File: src/sdf_pkg.sv
// Shared types and constants for the sync word frame deframer.
package sdf_pkg;

   localparam int WORDS_PER_FRAME = 8;
   localparam int STORE_DEPTH     = 8;
   localparam int SLOT_W          = $clog2(STORE_DEPTH);
   localparam int COUNT_W         = 4;
   localparam int BYTE_W          = 8;
   localparam int WORD_W          = 16;

   localparam logic [BYTE_W-1:0] SYNC_RESET = 8'hFF;

   typedef logic [BYTE_W-1:0] byte_type;
   typedef logic [WORD_W-1:0] word_type;
   typedef word_type [STORE_DEPTH-1:0] frame_type;

   typedef enum logic [2:0] {
      PH_HUNT1    = 3'd0,
      PH_HUNT2    = 3'd1,
      PH_FIRST_HI = 3'd2,
      PH_LO       = 3'd3,
      PH_HI       = 3'd4
   } phase_type;

   // staged input transaction
   typedef struct packed {
      logic     valid;
      byte_type data;
   } rx_xact_type;

endpackage

File: src/sync_word_frame_deframer.sv
// Top level of the sync word frame deframer.
//
// Usage:
//   req_*  : one received byte per transaction (req_rx_byte), valid/ready.
//   rsp_*  : one transaction per completed frame, carrying the eight words
//            rsp_word_0 .. rsp_word_7 in received order, valid/ready.
//   csr_*  : write-only sync byte register (csr_sync_byte), always ready.
//            Write it only while no byte is in flight.
// A frame is two sync bytes followed by eight words, high byte first.
// A taken byte is held in the input register and parsed from there; a frame
// result is registered as its last byte is parsed. Throughput: one byte per
// cycle while no frame waits, set by the input and the single result register.
// Reset: sync byte returns to 0xFF, parser goes back to hunting for sync,
// no transaction pending on either channel.
// Stall: while a result waits on rsp_ready, bytes that complete no frame
// are still taken; a byte that completes a frame waits in the input
// register, and req_ready drops once that register cannot drain.
module sync_word_frame_deframer (
   input  logic        clock,
   input  logic        reset,
   input  logic        req_valid,
   output logic        req_ready,
   input  logic [7:0]  req_rx_byte,
   output logic        rsp_valid,
   input  logic        rsp_ready,
   output logic [15:0] rsp_word_0,
   output logic [15:0] rsp_word_1,
   output logic [15:0] rsp_word_2,
   output logic [15:0] rsp_word_3,
   output logic [15:0] rsp_word_4,
   output logic [15:0] rsp_word_5,
   output logic [15:0] rsp_word_6,
   output logic [15:0] rsp_word_7,
   input  logic        csr_valid,
   output logic        csr_ready,
   input  logic [7:0]  csr_sync_byte
);

   sdf_pkg::rx_xact_type rx;
   sdf_pkg::byte_type    sync_ff, sync_in;
   sdf_pkg::frame_type   frame;
   sdf_pkg::frame_type   rsp_frame;
   logic                 emit;
   logic                 space;
   logic                 fire;

   assign csr_ready = 1'b1;
   assign sync_in   = (csr_valid && csr_ready) ? csr_sync_byte : sync_ff;

   always_ff @(posedge clock) begin
      if (reset) begin
         sync_ff <= sdf_pkg::SYNC_RESET;
      end else begin
         sync_ff <= sync_in;
      end
   end

   assign fire = rx.valid && (!emit || space);

   sdf_in_stage u_in (
      .clock       (clock),
      .reset       (reset),
      .req_valid   (req_valid),
      .req_ready   (req_ready),
      .req_rx_byte (req_rx_byte),
      .take        (fire),
      .rx          (rx)
   );

   sdf_parser u_parser (
      .clock     (clock),
      .reset     (reset),
      .fire      (fire),
      .rx        (rx),
      .sync_byte (sync_ff),
      .emit      (emit),
      .frame     (frame)
   );

   sdf_out_stage u_out (
      .clock     (clock),
      .reset     (reset),
      .load      (fire && emit),
      .frame     (frame),
      .space     (space),
      .rsp_valid (rsp_valid),
      .rsp_ready (rsp_ready),
      .rsp_frame (rsp_frame)
   );

   assign rsp_word_0 = rsp_frame[0];
   assign rsp_word_1 = rsp_frame[1];
   assign rsp_word_2 = rsp_frame[2];
   assign rsp_word_3 = rsp_frame[3];
   assign rsp_word_4 = rsp_frame[4];
   assign rsp_word_5 = rsp_frame[5];
   assign rsp_word_6 = rsp_frame[6];
   assign rsp_word_7 = rsp_frame[7];

   // a completed frame always shows up as a pending result
   a_emit_to_rsp: assert property (@(posedge clock) disable iff (reset)
      fire && emit |=> rsp_valid)
      else $error("completed frame did not reach the result register");

   // a waiting result is never overwritten
   a_no_overwrite: assert property (@(posedge clock) disable iff (reset)
      rsp_valid && !rsp_ready |-> !(fire && emit))
      else $error("pending result overwritten");

   // an accepted byte is held in the input register
   a_in_capture: assert property (@(posedge clock) disable iff (reset)
      req_valid && req_ready |=> rx.valid)
      else $error("accepted byte lost at input register");

endmodule

File: src/sdf_in_stage.sv
// Input register for received byte transactions.
module sdf_in_stage (
   input  logic                clock,
   input  logic                reset,
   input  logic                req_valid,
   output logic                req_ready,
   input  sdf_pkg::byte_type   req_rx_byte,
   input  logic                take,
   output sdf_pkg::rx_xact_type rx
);

   logic             valid_ff, valid_in;
   sdf_pkg::byte_type data_ff, data_in;

   assign req_ready = !valid_ff || take;

   always_comb begin
      valid_in = valid_ff;
      data_in  = data_ff;
      if (take) begin
         valid_in = 1'b0;
      end
      if (req_valid && req_ready) begin
         valid_in = 1'b1;
         data_in  = req_rx_byte;
      end
   end

   always_ff @(posedge clock) begin
      if (reset) begin
         valid_ff <= 1'b0;
      end else begin
         valid_ff <= valid_in;
      end
   end

   always_ff @(posedge clock) begin
      data_ff <= data_in;
   end

   assign rx.valid = valid_ff;
   assign rx.data  = data_ff;

endmodule

File: src/sdf_parser.sv
// Frame parser: sync hunt state machine, word counter and word store.
module sdf_parser (
   input  logic                 clock,
   input  logic                 reset,
   input  logic                 fire,
   input  sdf_pkg::rx_xact_type rx,
   input  sdf_pkg::byte_type    sync_byte,
   output logic                 emit,
   output sdf_pkg::frame_type   frame
);

   sdf_pkg::phase_type              phase_ff, phase_in;
   logic [sdf_pkg::COUNT_W-1:0]     count_ff, count_in;
   sdf_pkg::byte_type               hi_ff, hi_in;
   sdf_pkg::frame_type              store_ff, store_in;
   logic                            is_sync;
   logic [sdf_pkg::COUNT_W:0]       count_inc;
   logic [sdf_pkg::SLOT_W-1:0]      slot;

   assign is_sync   = (rx.data == sync_byte);
   assign count_inc = {1'b0, count_ff} + 1'b1;
   assign slot      = count_ff[sdf_pkg::SLOT_W-1:0];
   assign emit      = (phase_ff == sdf_pkg::PH_LO) &&
                      (count_inc >= (sdf_pkg::COUNT_W+1)'(sdf_pkg::WORDS_PER_FRAME));

   // next state
   always_comb begin
      phase_in = phase_ff;
      if (fire) begin
         case (phase_ff)
            sdf_pkg::PH_HUNT1: begin
               if (is_sync) phase_in = sdf_pkg::PH_HUNT2;
            end
            sdf_pkg::PH_HUNT2: begin
               phase_in = is_sync ? sdf_pkg::PH_FIRST_HI : sdf_pkg::PH_HUNT1;
            end
            sdf_pkg::PH_FIRST_HI: begin
               if (!is_sync) phase_in = sdf_pkg::PH_LO;
            end
            sdf_pkg::PH_LO: begin
               phase_in = emit ? sdf_pkg::PH_HUNT1 : sdf_pkg::PH_HI;
            end
            sdf_pkg::PH_HI: begin
               phase_in = is_sync ? sdf_pkg::PH_HUNT2 : sdf_pkg::PH_LO;
            end
            default: begin
               phase_in = sdf_pkg::PH_HUNT1;
            end
         endcase
      end
   end

   // datapath updates
   always_comb begin
      count_in = count_ff;
      hi_in    = hi_ff;
      store_in = store_ff;
      if (fire) begin
         case (phase_ff)
            sdf_pkg::PH_FIRST_HI: begin
               count_in = '0;
               hi_in    = rx.data;
            end
            sdf_pkg::PH_LO: begin
               store_in[slot] = {hi_ff, rx.data};
               count_in       = count_inc[sdf_pkg::COUNT_W-1:0];
            end
            sdf_pkg::PH_HI: begin
               hi_in = rx.data;
            end
            default: begin
               count_in = count_ff;
            end
         endcase
      end
   end

   always_comb begin
      for (int j = 0; j < sdf_pkg::STORE_DEPTH; j++) begin
         frame[j] = (j < sdf_pkg::WORDS_PER_FRAME) ? store_in[j] : '0;
      end
   end

   always_ff @(posedge clock) begin
      if (reset) begin
         phase_ff <= sdf_pkg::PH_HUNT1;
         count_ff <= '0;
      end else begin
         phase_ff <= phase_in;
         count_ff <= count_in;
      end
   end

   always_ff @(posedge clock) begin
      hi_ff    <= hi_in;
      store_ff <= store_in;
   end

endmodule

File: src/sdf_out_stage.sv
// Result register holding one completed frame until taken.
module sdf_out_stage (
   input  logic               clock,
   input  logic               reset,
   input  logic               load,
   input  sdf_pkg::frame_type frame,
   output logic               space,
   output logic               rsp_valid,
   input  logic               rsp_ready,
   output sdf_pkg::frame_type rsp_frame
);

   logic               valid_ff, valid_in;
   sdf_pkg::frame_type frame_ff, frame_in;

   assign space = !valid_ff || rsp_ready;

   always_comb begin
      valid_in = load || (valid_ff && !rsp_ready);
      frame_in = load ? frame : frame_ff;
   end

   always_ff @(posedge clock) begin
      if (reset) begin
         valid_ff <= 1'b0;
      end else begin
         valid_ff <= valid_in;
      end
   end

   always_ff @(posedge clock) begin
      frame_ff <= frame_in;
   end

   assign rsp_valid = valid_ff;
   assign rsp_frame = frame_ff;

endmodule

File: config.mk
export PLATFORM = sky130hd
export DESIGN_NAME = sync_word_frame_deframer
export DESIGN_NICKNAME = d
export VERILOG_FILES = /design/src/sdf_pkg.sv /design/src/sync_word_frame_deframer.sv /design/src/sdf_in_stage.sv /design/src/sdf_parser.sv /design/src/sdf_out_stage.sv
export SDC_FILE = /design/constraint.sdc
export NUM_CORES = 1
export LEC_CHECK = 0
export BUFFER_PORTS_ARGS = -buffer_cell sky130_fd_sc_hd__buf_2
export CORE_ASPECT_RATIO = 1.75
export CORE_MARGIN = 3
export CORE_UTILIZATION = 60
export DETAILED_ROUTE_END_ITERATION = 16
export PLACE_DENSITY = 0.84
export SLEW_MARGIN = 20
export SYNTH_ARGS = -nofsm -noshare
export SYNTH_HDL_FRONTEND = slang
export SYNTH_SLANG_ARGS = --single-unit
File: constraint.sdc
create_clock -name clock -period 37.5 [get_ports clock]
set_input_delay 7.5 -clock clock [delete_from_list [all_inputs] [get_ports clock]]
set_output_delay 7.5 -clock clock [all_outputs]
set_load 0.02 [all_outputs]
Word level (Yosys, flattened, before mapping):

Index checks and enable logic that the tools add are counted.

* $mul: 0
* eq/ne operators: 7
* div/mod/pow operators: 0
* reduce and logical (&&, ||, !) cells: 21
* mux-type cells: 14
* order comparisons: 3
* $add $sub $neg: 1
* shifts and indexed selects: 0
* bitwise logic cells: 0

Operators by type and width (number)
* 128-bit 2-to-1 mux: 2
* 128-bit bitwise mux: 1
* 16-bit demux with 3-bit select: 1
* 16-bit 2-to-1 mux: 1
* 3-bit case mux with 5 select lines: 1
* 3-bit 2-to-1 mux: 3
* 8-bit equality test: 1
* 4-bit case mux with 2 select lines: 1
* 3-bit by 2-bit equality test with 1-bit output (second input constant): 2
* 1-bit logical AND: 6
* 4-bit by 1-bit adder with 5-bit output (second input constant): 1
* 5-bit by 4-bit >= comparator with 1-bit output (second input constant): 1
* 1-bit logical NOT: 4
* 1-bit logical OR: 4
* 3-bit by 4-bit < comparator with 1-bit output (second input constant): 1
* 2-bit 2-to-1 mux: 2
* 2-bit AND reduction: 2
* 2-bit nonzero test: 2
* 3-bit by 1-bit equality test with 1-bit output (second input constant): 1
* 3-bit equality test (second input constant): 1
* 3-bit by 1-bit >= comparator with 1-bit output (second input constant): 1
* 3-bit logical NOT: 1
* 3-bit AND reduction: 1
* 1-bit 2-to-1 mux: 2
* 3 further kinds: 3

* output and inout bits: 131
* memory bits (read-only): 0
* logic and storage cells: 69
* memory bits (writable): 0
* latch bits: 0
* input bits: 21
* register bits: 289
* memories: 0

Longest topological paths before layout:

Gate-level depths: netlist of run 1.

* depth after elaboration: 9
* depth in mapped cells: 8
* gate-level depth less buffers: 6

Modules after synthesis:

A second synthesis of run 1 with hierarchy kept.

* cells, all modules: 537
* area, all modules: 9595.5 um2

Modules (own cells, without submodules)
* sdf_parser: sequential area each 2942.8 um2, times used 1, cells each 360, area each 5071.1 um2
* sdf_out_stage: sequential area each 3863.7 um2, times used 1, cells each 132, area each 3890.0 um2
* sync_word_frame_deframer: sequential area each 160.2 um2, times used 1, cells each 31, area each 331.6 um2
* sdf_in_stage: sequential area each 260.2 um2, times used 1, cells each 14, area each 302.8 um2

Worst setup path after synthesis of run 1:

OpenSTA, ideal clock, no wires.

* path kind: input -> register
* start: input rsp_ready
* end: register u_out.frame_ff, in the netlist u_out.rsp_frame[0] (enable)
* library setup time: 0.773 ns
* cell stages on the path: 2
* slack: 20.458 ns
* path buffers: 0
* data required time: 36.727 ns
* arrival: 16.269 ns
* cells stage by stage: nor2b_1 nor3_1

* word-level cells in the longest chain between the ends: 4

Ends and longest elaborated chain
* start: declaration: line sync_word_frame_deframer.sv:25 `input logic rsp_ready,`
* 1-bit logical OR: line sdf_out_stage.sv:16 `assign space = !valid_ff || rsp_ready;`
* 1-bit logical OR: line sync_word_frame_deframer.sv:58 `assign fire = rx.valid && (!emit || space);`
* 1-bit logical AND: line sync_word_frame_deframer.sv:58
* 1-bit logical AND: line sync_word_frame_deframer.sv:83 `.load (fire && emit),`
* via u_out.load: line sdf_out_stage.sv:5 `input logic load,`
* end signal: assignment: line sdf_out_stage.sv:32 `frame_ff <= frame_in;`
* end: declaration: line sdf_out_stage.sv:14 `sdf_pkg::frame_type frame_ff, frame_in;`

The timed path passes the listed nets, and every way through them passes these cells.
A chain may end at the register's enable or synchronous reset.

Worst setup path after layout of run 1:

* start: input rsp_ready
* end: output req_ready

* word-level cells in the longest chain between the ends: 4

Ends and longest elaborated chain
* 1-bit logical OR: line sdf_out_stage.sv:16
* 1-bit logical OR: line sync_word_frame_deframer.sv:58
* 1-bit logical AND: line sync_word_frame_deframer.sv:58
* 1-bit logical OR: line sdf_in_stage.sv:15 `assign req_ready = !valid_ff || take;`
* end: declaration: line sync_word_frame_deframer.sv:22 `output logic req_ready,`

No other way between the ends.

==> impl_metrics.yaml, run 1 <==
sta:
  post-route-period-util: 0.434
  fin_worst_skew_ns: 0.00772
  fin_ws_ns: 21.23
  slew_viol_final: 0
  slew_headroom: 0.292
  fmax_mhz: 61.4
  setup_viol: 0
  rsz0062_at_grt: "false"
  worstMarginPinSlew_ns: 1.06
  hold_violations: 0
  tns_ns: 0
  fin_crit_ns: 16.27
synthesis:
  ys_top_cells_by_area: "edfxtp_1 (46%), dfxtp_1 (31%), mux2_2 (14%), mux2_1 (1.2%), mux2i_1 (0.95%)"
  yosysUniqueCellTypes: 44
  synth_top_area_share: 0.458
  avgSynthCellArea_um2: 17.6
  ys.flop_type: "dfxtp_1"
  synthesis.instances: 536
  seq_area_frac_synth: 0.765
  ys_ff_latch: 289
  synth-edff-count: 144
  ys_warn_count: 0
  yosys.area.top_type: "edfxtp_1"
  syn-num-nets: 559
  postSynth.asyncResetShare: 0
  netlist_area_um2: 9450
job:
  cap_violations: 0
pwr:
  power.net_switching_mw: 0.111
  p_int_mw: 0.471
  pwr-share-comb: 0.007
  power_density_nw_per_um2: 52.4
  finalPower_mw: 0.582
  power_leakage_nw: 4.46
  clock_power_share: 0.421
  power_frac_seq: 0.573
  switching_share: 0.190
  vdd_drop_max_mv: 0.0373
layout:
  layout_common_cells: "buf_2 (150), dfxtp_1 (145), edfxtp_1 (144)"
  syn2layout_area_growth_pct: 17.5
  drive_gt1_frac: 0.450
  n_fill_cell: 919
  n_antenna_cell: 0
  layout_commonest_cell: "buf_2"
  final_util: 0.721
  fin_cells: 890
  fin_nets: 711
worst_setup_path:
  critPathLaunchType: "primary input"
  crit_chain: "buf_2, nand2b_1, a211oi_1, nand2_1, buf_2"
  endpoint_kind: "output pin"
  crit_type: "primary input to output pin"
  slowest_delay_ns: 0.64
  cp_max_fo: 7
  crit_top_cell: "buf_2"
  slowest_stage: "a211oi_1"
  crit_arrival_ns: 8.77
  worstPathRequired_ns: 30.00
clock_tree:
  cts_made_buffers: 23
  clock-sinks: 289
  clockBufferDepth: 3
  cts_max_level: 1
  clock_latency_ns: 0.50
  cts_tree: "done"
  hold_buffers: 0
  clk_pin_slew_ns: 0.07
  cts_setup_buffers: 0
  root_buffer: "clkbuf_16"
  cts_resized: 0
global_route:
  met3_usage: 0.0275
  grt_pass1_wl_um: 27900
  antenna_found_initial: 0
  top_usage_layer: "met2"
  grt_max_degree: 69
  grt_util_all_layers: 0.212
  overflow: 0
  grt_pass1_vias: 5200
  grt_util_met2: 0.413
  grt.met1_usage: 0.228
place:
  port_buffers: 150
  placedCellCount: 849
  dp_hpwl_um: 12300
  place_worst_setup_slack_ns: 21.26
  gp_congestion: 0.796
detailed_routing:
  drt-total-wl_um: 18500
  drtAntennaViolNets: 0
  drc: 0
  viasPerCell: 5.50
  num_vias: 4894
  wl_per_cell_um: 20.8
  firstDrtPassIters: 4
  drt_first_iter_violations: 270
die:
  die_y_um: 172
  start_util: 0.614
  ios: 152
  rows: 60
  dieArea_um2: 17300
  die_x_um: 101
  core_um2: 15400
outcome:
  status: "completed"
min_path:
  hold_path.class: "flip-flop to flip-flop"
cells in the mapped netlist (3+ instances only):
master    number
nor3_1         4
nor2_1         8
xor2_1         9
clkbuf_1      12
mux2_1        10
edfxtp_1     144
dfxtp_1      145
a21oi_1        4
buf_4          4
mux2_2       118
nand2_1       14
mux2i_1        9
buf_1          3
inv_1          5
buf_2          5
nand3_1        4
final cells by class:
| class | count | area [um2] | area share |
|---|---|---|---|
| Timing Repair Buffer | 153 | 773 | 0.0697 |
| Clock buffer | 31 | 668 | 0.0602 |
| Tap cell | 186 | 233 | 0.0210 |
| Clock inverter | 10 | 104 | 0.00936 |
| Multi-Input combinational cell | 216 | 2080 | 0.187 |
| Inverter | 5 | 18.8 | 0.00169 |
| Sequential cell | 289 | 7230 | 0.651 |
kinds of logic (layout without fill, tap and decap cells):
logic type | count (synthesis) | count (layout) | synth area share
buffers and inverters | 31 | 199 | 0.0162
XOR/XNOR | 10 | 10 | 0.00927
AND/OR/NAND/NOR | 46 | 46 | 0.0290
flip-flops | 289 | 289 | 0.765
AO/OA/AOI/OAI | 20 | 20 | 0.0154
adder cells (fa/ha/maj) | 2 | 2 | 0.00265
other | 1 | 1 | 0.000397
multiplexers | 137 | 137 | 0.162
through the flow:
step	hold WS, ns	cell area, um2
global placement	0.437	10300
CTS	0.466	11100
global route	0.479	11100
floorplan	0.424	9450
finish	0.466	11100
detailed placement	0.445	10300
sequential cells by signal, indices dropped and copies added, names as in the netlist, 3 cells and up:
signal	cells
sync_ff	8
u_in.data_ff	8
u_out.rsp_frame	128
u_parser.count_ff	4
u_parser.hi_ff	8
u_parser.phase_ff	3
u_parser.store_ff	128
routing by layer:
layer / part of all wire / vias to the layer above
li1: - / 2255
met1: 0.35 / 2451
met2: 0.58 / 153
met3: 0.044 / 35
met4: 0.028 / 0
met5: 0 / -
path summary, 6_finish.rpt:
kind / cells after the start / end / slack, ns / from
worst min register to register: 1 / u_parser.store_ff[76]$_DFF_P_ / 0.47 / u_parser.store_ff[76]$_DFF_P_
worst max register to register: 5 / u_out.rsp_frame[64]$_DFFE_PP_ / 34.61 / u_parser.phase_ff[2]$_SDFFE_PP0P_
worst max-delay path: 5 / req_ready / 21.23 / rsp_ready
worst min-delay path: 1 / u_parser.store_ff[76]$_DFF_P_ / 0.47 / u_parser.store_ff[76]$_DFF_P_
worst max-delay path, delay by kind of cell:
| kind | cells | cell delay (ns) |
|---|---|---|
| buf+inv | 2 | 0.31 |
| simple gates | 2 | 0.32 |
| compound gates | 1 | 0.64 |
power groups by stage:
stage / Sequential, mW / Clock [mW] / Combinational (mW)
after floorplan: 0.338 / 0 / 0.00382
after global placement: 0.340 / 0 / 0.00374
after detailed placement: 0.340 / 0 / 0.00395
after CTS: 0.333 / 0.248 / 0.00398
after global routing: 0.333 / 0.260 / 0.00434
final: 0.333 / 0.245 / 0.00395
No activity file was read; power rests on OpenSTA's default activity.
==> inputs of run 2 (changes only) <==
Settings changed: CORE_UTILIZATION 60 to 55, PLACE_DENSITY 0.84 to 0.78.
Clock period 37.5 ns to 16 ns, I/O delays scaled along.
==> run 2 against run 1 <==
Effect of this change: clock power grew 140%; worst hold slack lost 0.0021 ns; final cell count grew 4.7%; sequential share of layout area shrank 0.47 points; non-clock buffer count shrank 1; setup slack lost 13 ns; wire length grew 0.13%; die area grew 8.7%; sequential cell count is the same; largest cell class unchanged; largest power group unchanged.
==> impl_metrics.yaml, run 2 (synthesis gave the netlist of run 1 again) <==
clock_tree:
  clock_latency_ns: 0.51
  clockBufferDepth: 3
  cts_made_buffers: 25
  root_buffer: "clkbuf_16"
  cts_setup_buffers: 0
  clock-sinks: 289
  cts_resized: 0
  clk_pin_slew_ns: 0.06
  cts_tree: "done"
  cts_max_level: 1
  hold_buffers: 0
pwr:
  clock_power_share: 0.427
  pwr-share-comb: 0.007
  p_int_mw: 1.11
  power_leakage_nw: 4.59
  power.net_switching_mw: 0.269
  vdd_drop_max_mv: 0.0805
  power_density_nw_per_um2: 123
  power_frac_seq: 0.567
  switching_share: 0.195
detailed_routing:
  viasPerCell: 5.20
  firstDrtPassIters: 4
  drtAntennaViolNets: 0
  wl_per_cell_um: 19.9
  num_vias: 4844
  drt_first_iter_violations: 165
  drc: 0
  drt-total-wl_um: 18500
layout:
  layout_common_cells: "buf_2 (150), dfxtp_1 (145), edfxtp_1 (144)"
  fin_cells: 932
  n_antenna_cell: 0
  fin_nets: 712
  syn2layout_area_growth_pct: 18.4
  drive_gt1_frac: 0.449
  layout_commonest_cell: "buf_2"
  postLayoutCellArea_um2: 11200
  n_fill_cell: 1189
global_route:
  overflow: 0
  grt_util_all_layers: 0.192
  antenna_found_initial: 0
  top_usage_layer: "met2"
  grt_pass1_vias: 5152
  met3_usage: 0.0294
  grt_util_met2: 0.374
  grt_pass1_wl_um: 27900
  grt_max_degree: 71
  grt.met1_usage: 0.205
place:
  placedCellCount: 886
  dp_hpwl_um: 12100
  gp_congestion: 0.818
  port_buffers: 150
  placed_area_um2: 10400
  place_worst_setup_slack_ns: 8.35
sta:
  fin_worst_skew_ns: 0.00938
  worstMarginPinSlew_ns: 1.09
  slew_headroom: 0.271
  fin_crit_ns: 7.70
  post-route-period-util: 0.481
  fin_ws_ns: 8.30
  tns_ns: 0
  setup_viol: 0
  fmax_mhz: 130
  slew_viol_final: 0
  rsz0062_at_grt: "false"
  hold_ws_ns: 0.463
  hold_violations: 0
die:
  core_um2: 16600
  rows: 62
  dieArea_um2: 18800
  ios: 152
  die_y_um: 179
  start_util: 0.569
  die_x_um: 105
worst_setup_path:
  crit_arrival_ns: 4.50
  endpoint_kind: "output pin"
  critPathLaunchType: "primary input"
  rrSetupSlack_ns: 13.10
  cp_max_fo: 7
  worstPathRequired_ns: 12.80
  crit_type: "primary input to output pin"
min_path:
  hold_path.class: "flip-flop to flip-flop"
job:
  cap_violations: 0
outcome:
  status: "completed"
==> run 2: cell types whose count changed in the layout (fill, tap and decap cells not counted) <==
cell	change
nor2_1	-1
inv_12	+1
clkinv_2	-3
buf_4	-1
clkinvlp_4	+3
nor2_2	+1
clkinv_1	+4
==> run 2: layout make-up <==
type / count / area, um2 / share of cell area
clock inverter: 15 / 143 / 0.0128
tap: 224 / 280 / 0.0251
sequential: 289 / 7230 / 0.646
clock buffer: 31 / 668 / 0.0598
multi-input combinational: 216 / 2080 / 0.186
timing repair buffer: 152 / 766 / 0.0685
inverter: 5 / 18.8 / 0.00168
==> run 2: stage by stage <==
step	total power, mW	utilization
after floorplan	0.800	-
after global placement	0.806	0.624
after detailed placement	0.807	0.624
after CTS	1.39	0.673
after global routing	1.42	0.674
final	1.38	0.674
==> run 2: final timing paths <==
kind                                      from                             to  cells past startpoint
max                                  rsp_ready                      req_ready                      5
min              u_parser.store_ff[71]$_DFF_P_  u_parser.store_ff[71]$_DFF_P_                      1
max reg2reg  u_parser.phase_ff[2]$_SDFFE_PP0P_  u_out.rsp_frame[45]$_DFFE_PP_                      5
min reg2reg      u_parser.store_ff[71]$_DFF_P_  u_parser.store_ff[71]$_DFF_P_                      1
==> run 2: metal layers <==
layer / share of wire / wire length (um)
met1: 0.36 / 6670
met2: 0.56 / 10400
met3: 0.043 / 804
met4: 0.036 / 664
met5: 0 / 0
==> run 2: worst max-delay path, cell delays in order <==
cell and delay (ns):
buf_2 0.10, nand2b_1 0.17, a211oi_1 0.67, nand2_1 0.16
buf_2 0.20
==> run 2: power by group through the flow <==
stage | clock (mW) | sequential, mW | combinational [mW]
6_report | 0.588 | 0.782 | 0.00921
5_1_grt | 0.623 | 0.782 | 0.0103
4_1_cts | 0.598 | 0.782 | 0.00927
3_5_place_dp | 0 | 0.798 | 0.00923
3_3_place_gp | 0 | 0.798 | 0.00867
2_1_floorplan | 0 | 0.791 | 0.00895
==> inputs of run 3 (changes only) <==
Settings changed: ABC_AREA from default to 1, CORE_UTILIZATION 55 to 56, PLACE_DENSITY 0.78 to 0.79.
Clock period 16 ns to 7.8 ns, I/O delays scaled along.
==> run 3 against run 2 <==
Effect of this change: clock power is 110% higher; synthesized cell count is 57% higher; worst hold slack worse by 0.020 ns; critical path depth is 1 lower; final cell count is 31% higher; critical endpoint unchanged; clock skew is 0.0043 ns higher.
==> impl_metrics.yaml, run 3 <==
outcome:
  status: "completed"
synthesis:
  avgSynthCellArea_um2: 11.6
  syn-num-nets: 866
  ys.flop_type: "dfxtp_1"
  netlist_area_um2: 9820
  yosys.area.top_type: "edfxtp_1"
  ys_top_cells_by_area: "edfxtp_1 (44%), dfxtp_1 (30%), nand2_1 (8.3%), nand3_1 (3.1%), inv_1 (3.1%)"
  ys_top_cells_by_count: "nand2_1 (218), dfxtp_1 (145), edfxtp_1 (144)"
  yosysMostFrequentCell: "nand2_1"
  synth-edff-count: 144
  seq_area_frac_synth: 0.736
  ys_warn_count: 0
  yosysUniqueCellTypes: 30
  synth_top_area_share: 0.440
  ys_ff_latch: 289
  synthesis.instances: 843
  postSynth.asyncResetShare: 0
layout:
  final_util: 0.671
  layout_common_cells: "nand2_1 (218), buf_2 (150), dfxtp_1 (145)"
  n_fill_cell: 1320
  fin_nets: 1004
  layout_commonest_cell: "nand2_1"
  fin_cells: 1225
  postLayoutCellArea_um2: 11500
  syn2layout_area_growth_pct: 16.9
  n_antenna_cell: 0
  drive_gt1_frac: 0.210
clock_tree:
  cts_max_level: 1
  cts_resized: 0
  cts_made_buffers: 23
  clockBufferDepth: 3
  root_buffer: "clkbuf_16"
  cts_tree: "done"
  clk_pin_slew_ns: 0.06
  clock-sinks: 289
  clock_latency_ns: 0.51
  hold_buffers: 0
  cts_setup_buffers: 0
detailed_routing:
  drtAntennaViolNets: 0
  wl_met3_um: 1030
  drt_first_iter_violations: 356
  drc: 0
  wl_met2_um: 11000
  top_layer: "met4"
  viasPerCell: 5.09
  wl_per_cell_um: 16.6
  firstDrtPassIters: 4
  drt-total-wl_um: 20300
  met1_length_um: 7530
  num_vias: 6230
worst_setup_path:
  regToRegEndpoint: "u_out.rsp_frame[49]$_DFFE_PP_"
  critPathLaunchType: "primary input"
  cp_max_fo: 3
  crit_type: "primary input to output pin"
  rrSetupSlack_ns: 4.62
  regToRegStartpoint: "u_parser.count_ff[0]$_SDFFE_PP0P_"
  worstPathRequired_ns: 6.24
  endpoint_kind: "output pin"
  crit_arrival_ns: 2.21
  reg2reg_depth: 9
sta:
  fin_worst_skew_ns: 0.0137
  hold_violations: 0
  worstMarginPinSlew_ns: 1.00
  fin_crit_ns: 3.77
  slew_headroom: 0.329
  post-route-period-util: 0.484
  hold_ws_ns: 0.443
  tns_ns: 0
  setup_viol: 0
  fmax_mhz: 265
  slew_viol_final: 0
  rsz0062_at_grt: "false"
min_path:
  min_from: "u_parser.store_ff[102]$_DFF_P_"
  holdPathStages: 2
  hold_path.class: "flip-flop to flip-flop"
  whs_endpoint: "u_parser.store_ff[102]$_DFF_P_"
pwr:
  p_int_mw: 2.31
  power_frac_seq: 0.562
  vdd_drop_max_mv: 0.160
  power_leakage_nw: 4.96
  switching_share: 0.188
  pwr-share-comb: 0.010
  clock_power_share: 0.428
  power_density_nw_per_um2: 248
  power.net_switching_mw: 0.535
place:
  dp_hpwl_um: 13200
  placed_area_um2: 10700
  placedCellCount: 1183
  gp_congestion: 0.826
  port_buffers: 150
die:
  core_um2: 17100
  die_y_um: 181
  ios: 152
  rows: 63
  dieArea_um2: 19200
  start_util: 0.574
  die_x_um: 106
job:
  cap_violations: 0
global_route:
  grt_max_degree: 85
  overflow: 0
  grt_pass1_vias: 6057
  antenna_found_initial: 0
  grt_pass1_wl_um: 32100
  grt_util_all_layers: 0.215
==> run 3: power by group through the flow <==
stage	registers (mW)	clock network, mW	logic [mW]
floorplan	1.63	0	0.0227
global placement	1.64	0	0.0264
detailed placement	1.64	0	0.0272
CTS	1.60	1.24	0.0273
global route	1.60	1.30	0.0317
finish	1.60	1.22	0.0271
==> run 3: cell type report <==
class | count | area (um2) | area share
sequential | 289 | 7230 | 0.630
multi-input combinational | 430 | 2070 | 0.180
timing repair buffer | 153 | 773 | 0.0674
clock buffer | 36 | 696 | 0.0606
inverter | 84 | 320 | 0.0279
tap | 227 | 284 | 0.0247
clock inverter | 6 | 111 | 0.00970
==> run 3: layer usage <==
metal	global-route usage	vias up
li1	-	3050
met1	0.256	2918
met2	0.395	212
met3	0.0222	50
met4	0.0809	0
met5	0	-
==> run 3: metrics by stage <==
step | total power [mW] | setup WS [ns]
after floorplan | 1.65 | 2.82
after global placement | 1.66 | 3.77
after detailed placement | 1.66 | 3.73
after CTS | 2.87 | 4.02
after global routing | 2.93 | 3.92
final | 2.85 | 4.03
==> run 3: worst max-delay path by stage <==
stage	slack, ns	from	cells after the start	end
CTS	4.02	rsp_ready	4	req_ready
floorplan	2.82	rsp_ready	6	u_out.rsp_frame[0]$_DFFE_PP_
global route	3.92	rsp_ready	4	req_ready
finish	4.03	rsp_ready	4	req_ready
global placement	3.77	rsp_ready	8	u_out.rsp_frame[54]$_DFFE_PP_
detailed placement	3.73	rsp_ready	8	u_out.rsp_frame[55]$_DFFE_PP_
==> run 3: kinds of logic after synthesis <==
| group | share of synthesized area |
|---|---|
| other cells | 0.000382 |
| compound gates | 0.0540 |
| buf+inv | 0.0545 |
| simple gates | 0.150 |
| fa+ha+maj | 0.00255 |
| flops | 0.736 |
| xor+xnor | 0.00268 |
==> run 3: critical path, cell delays in order <==
cell	delay (ns)
buf_2	0.09
nor2_1	0.21
nand3_1	0.16
buf_2	0.19
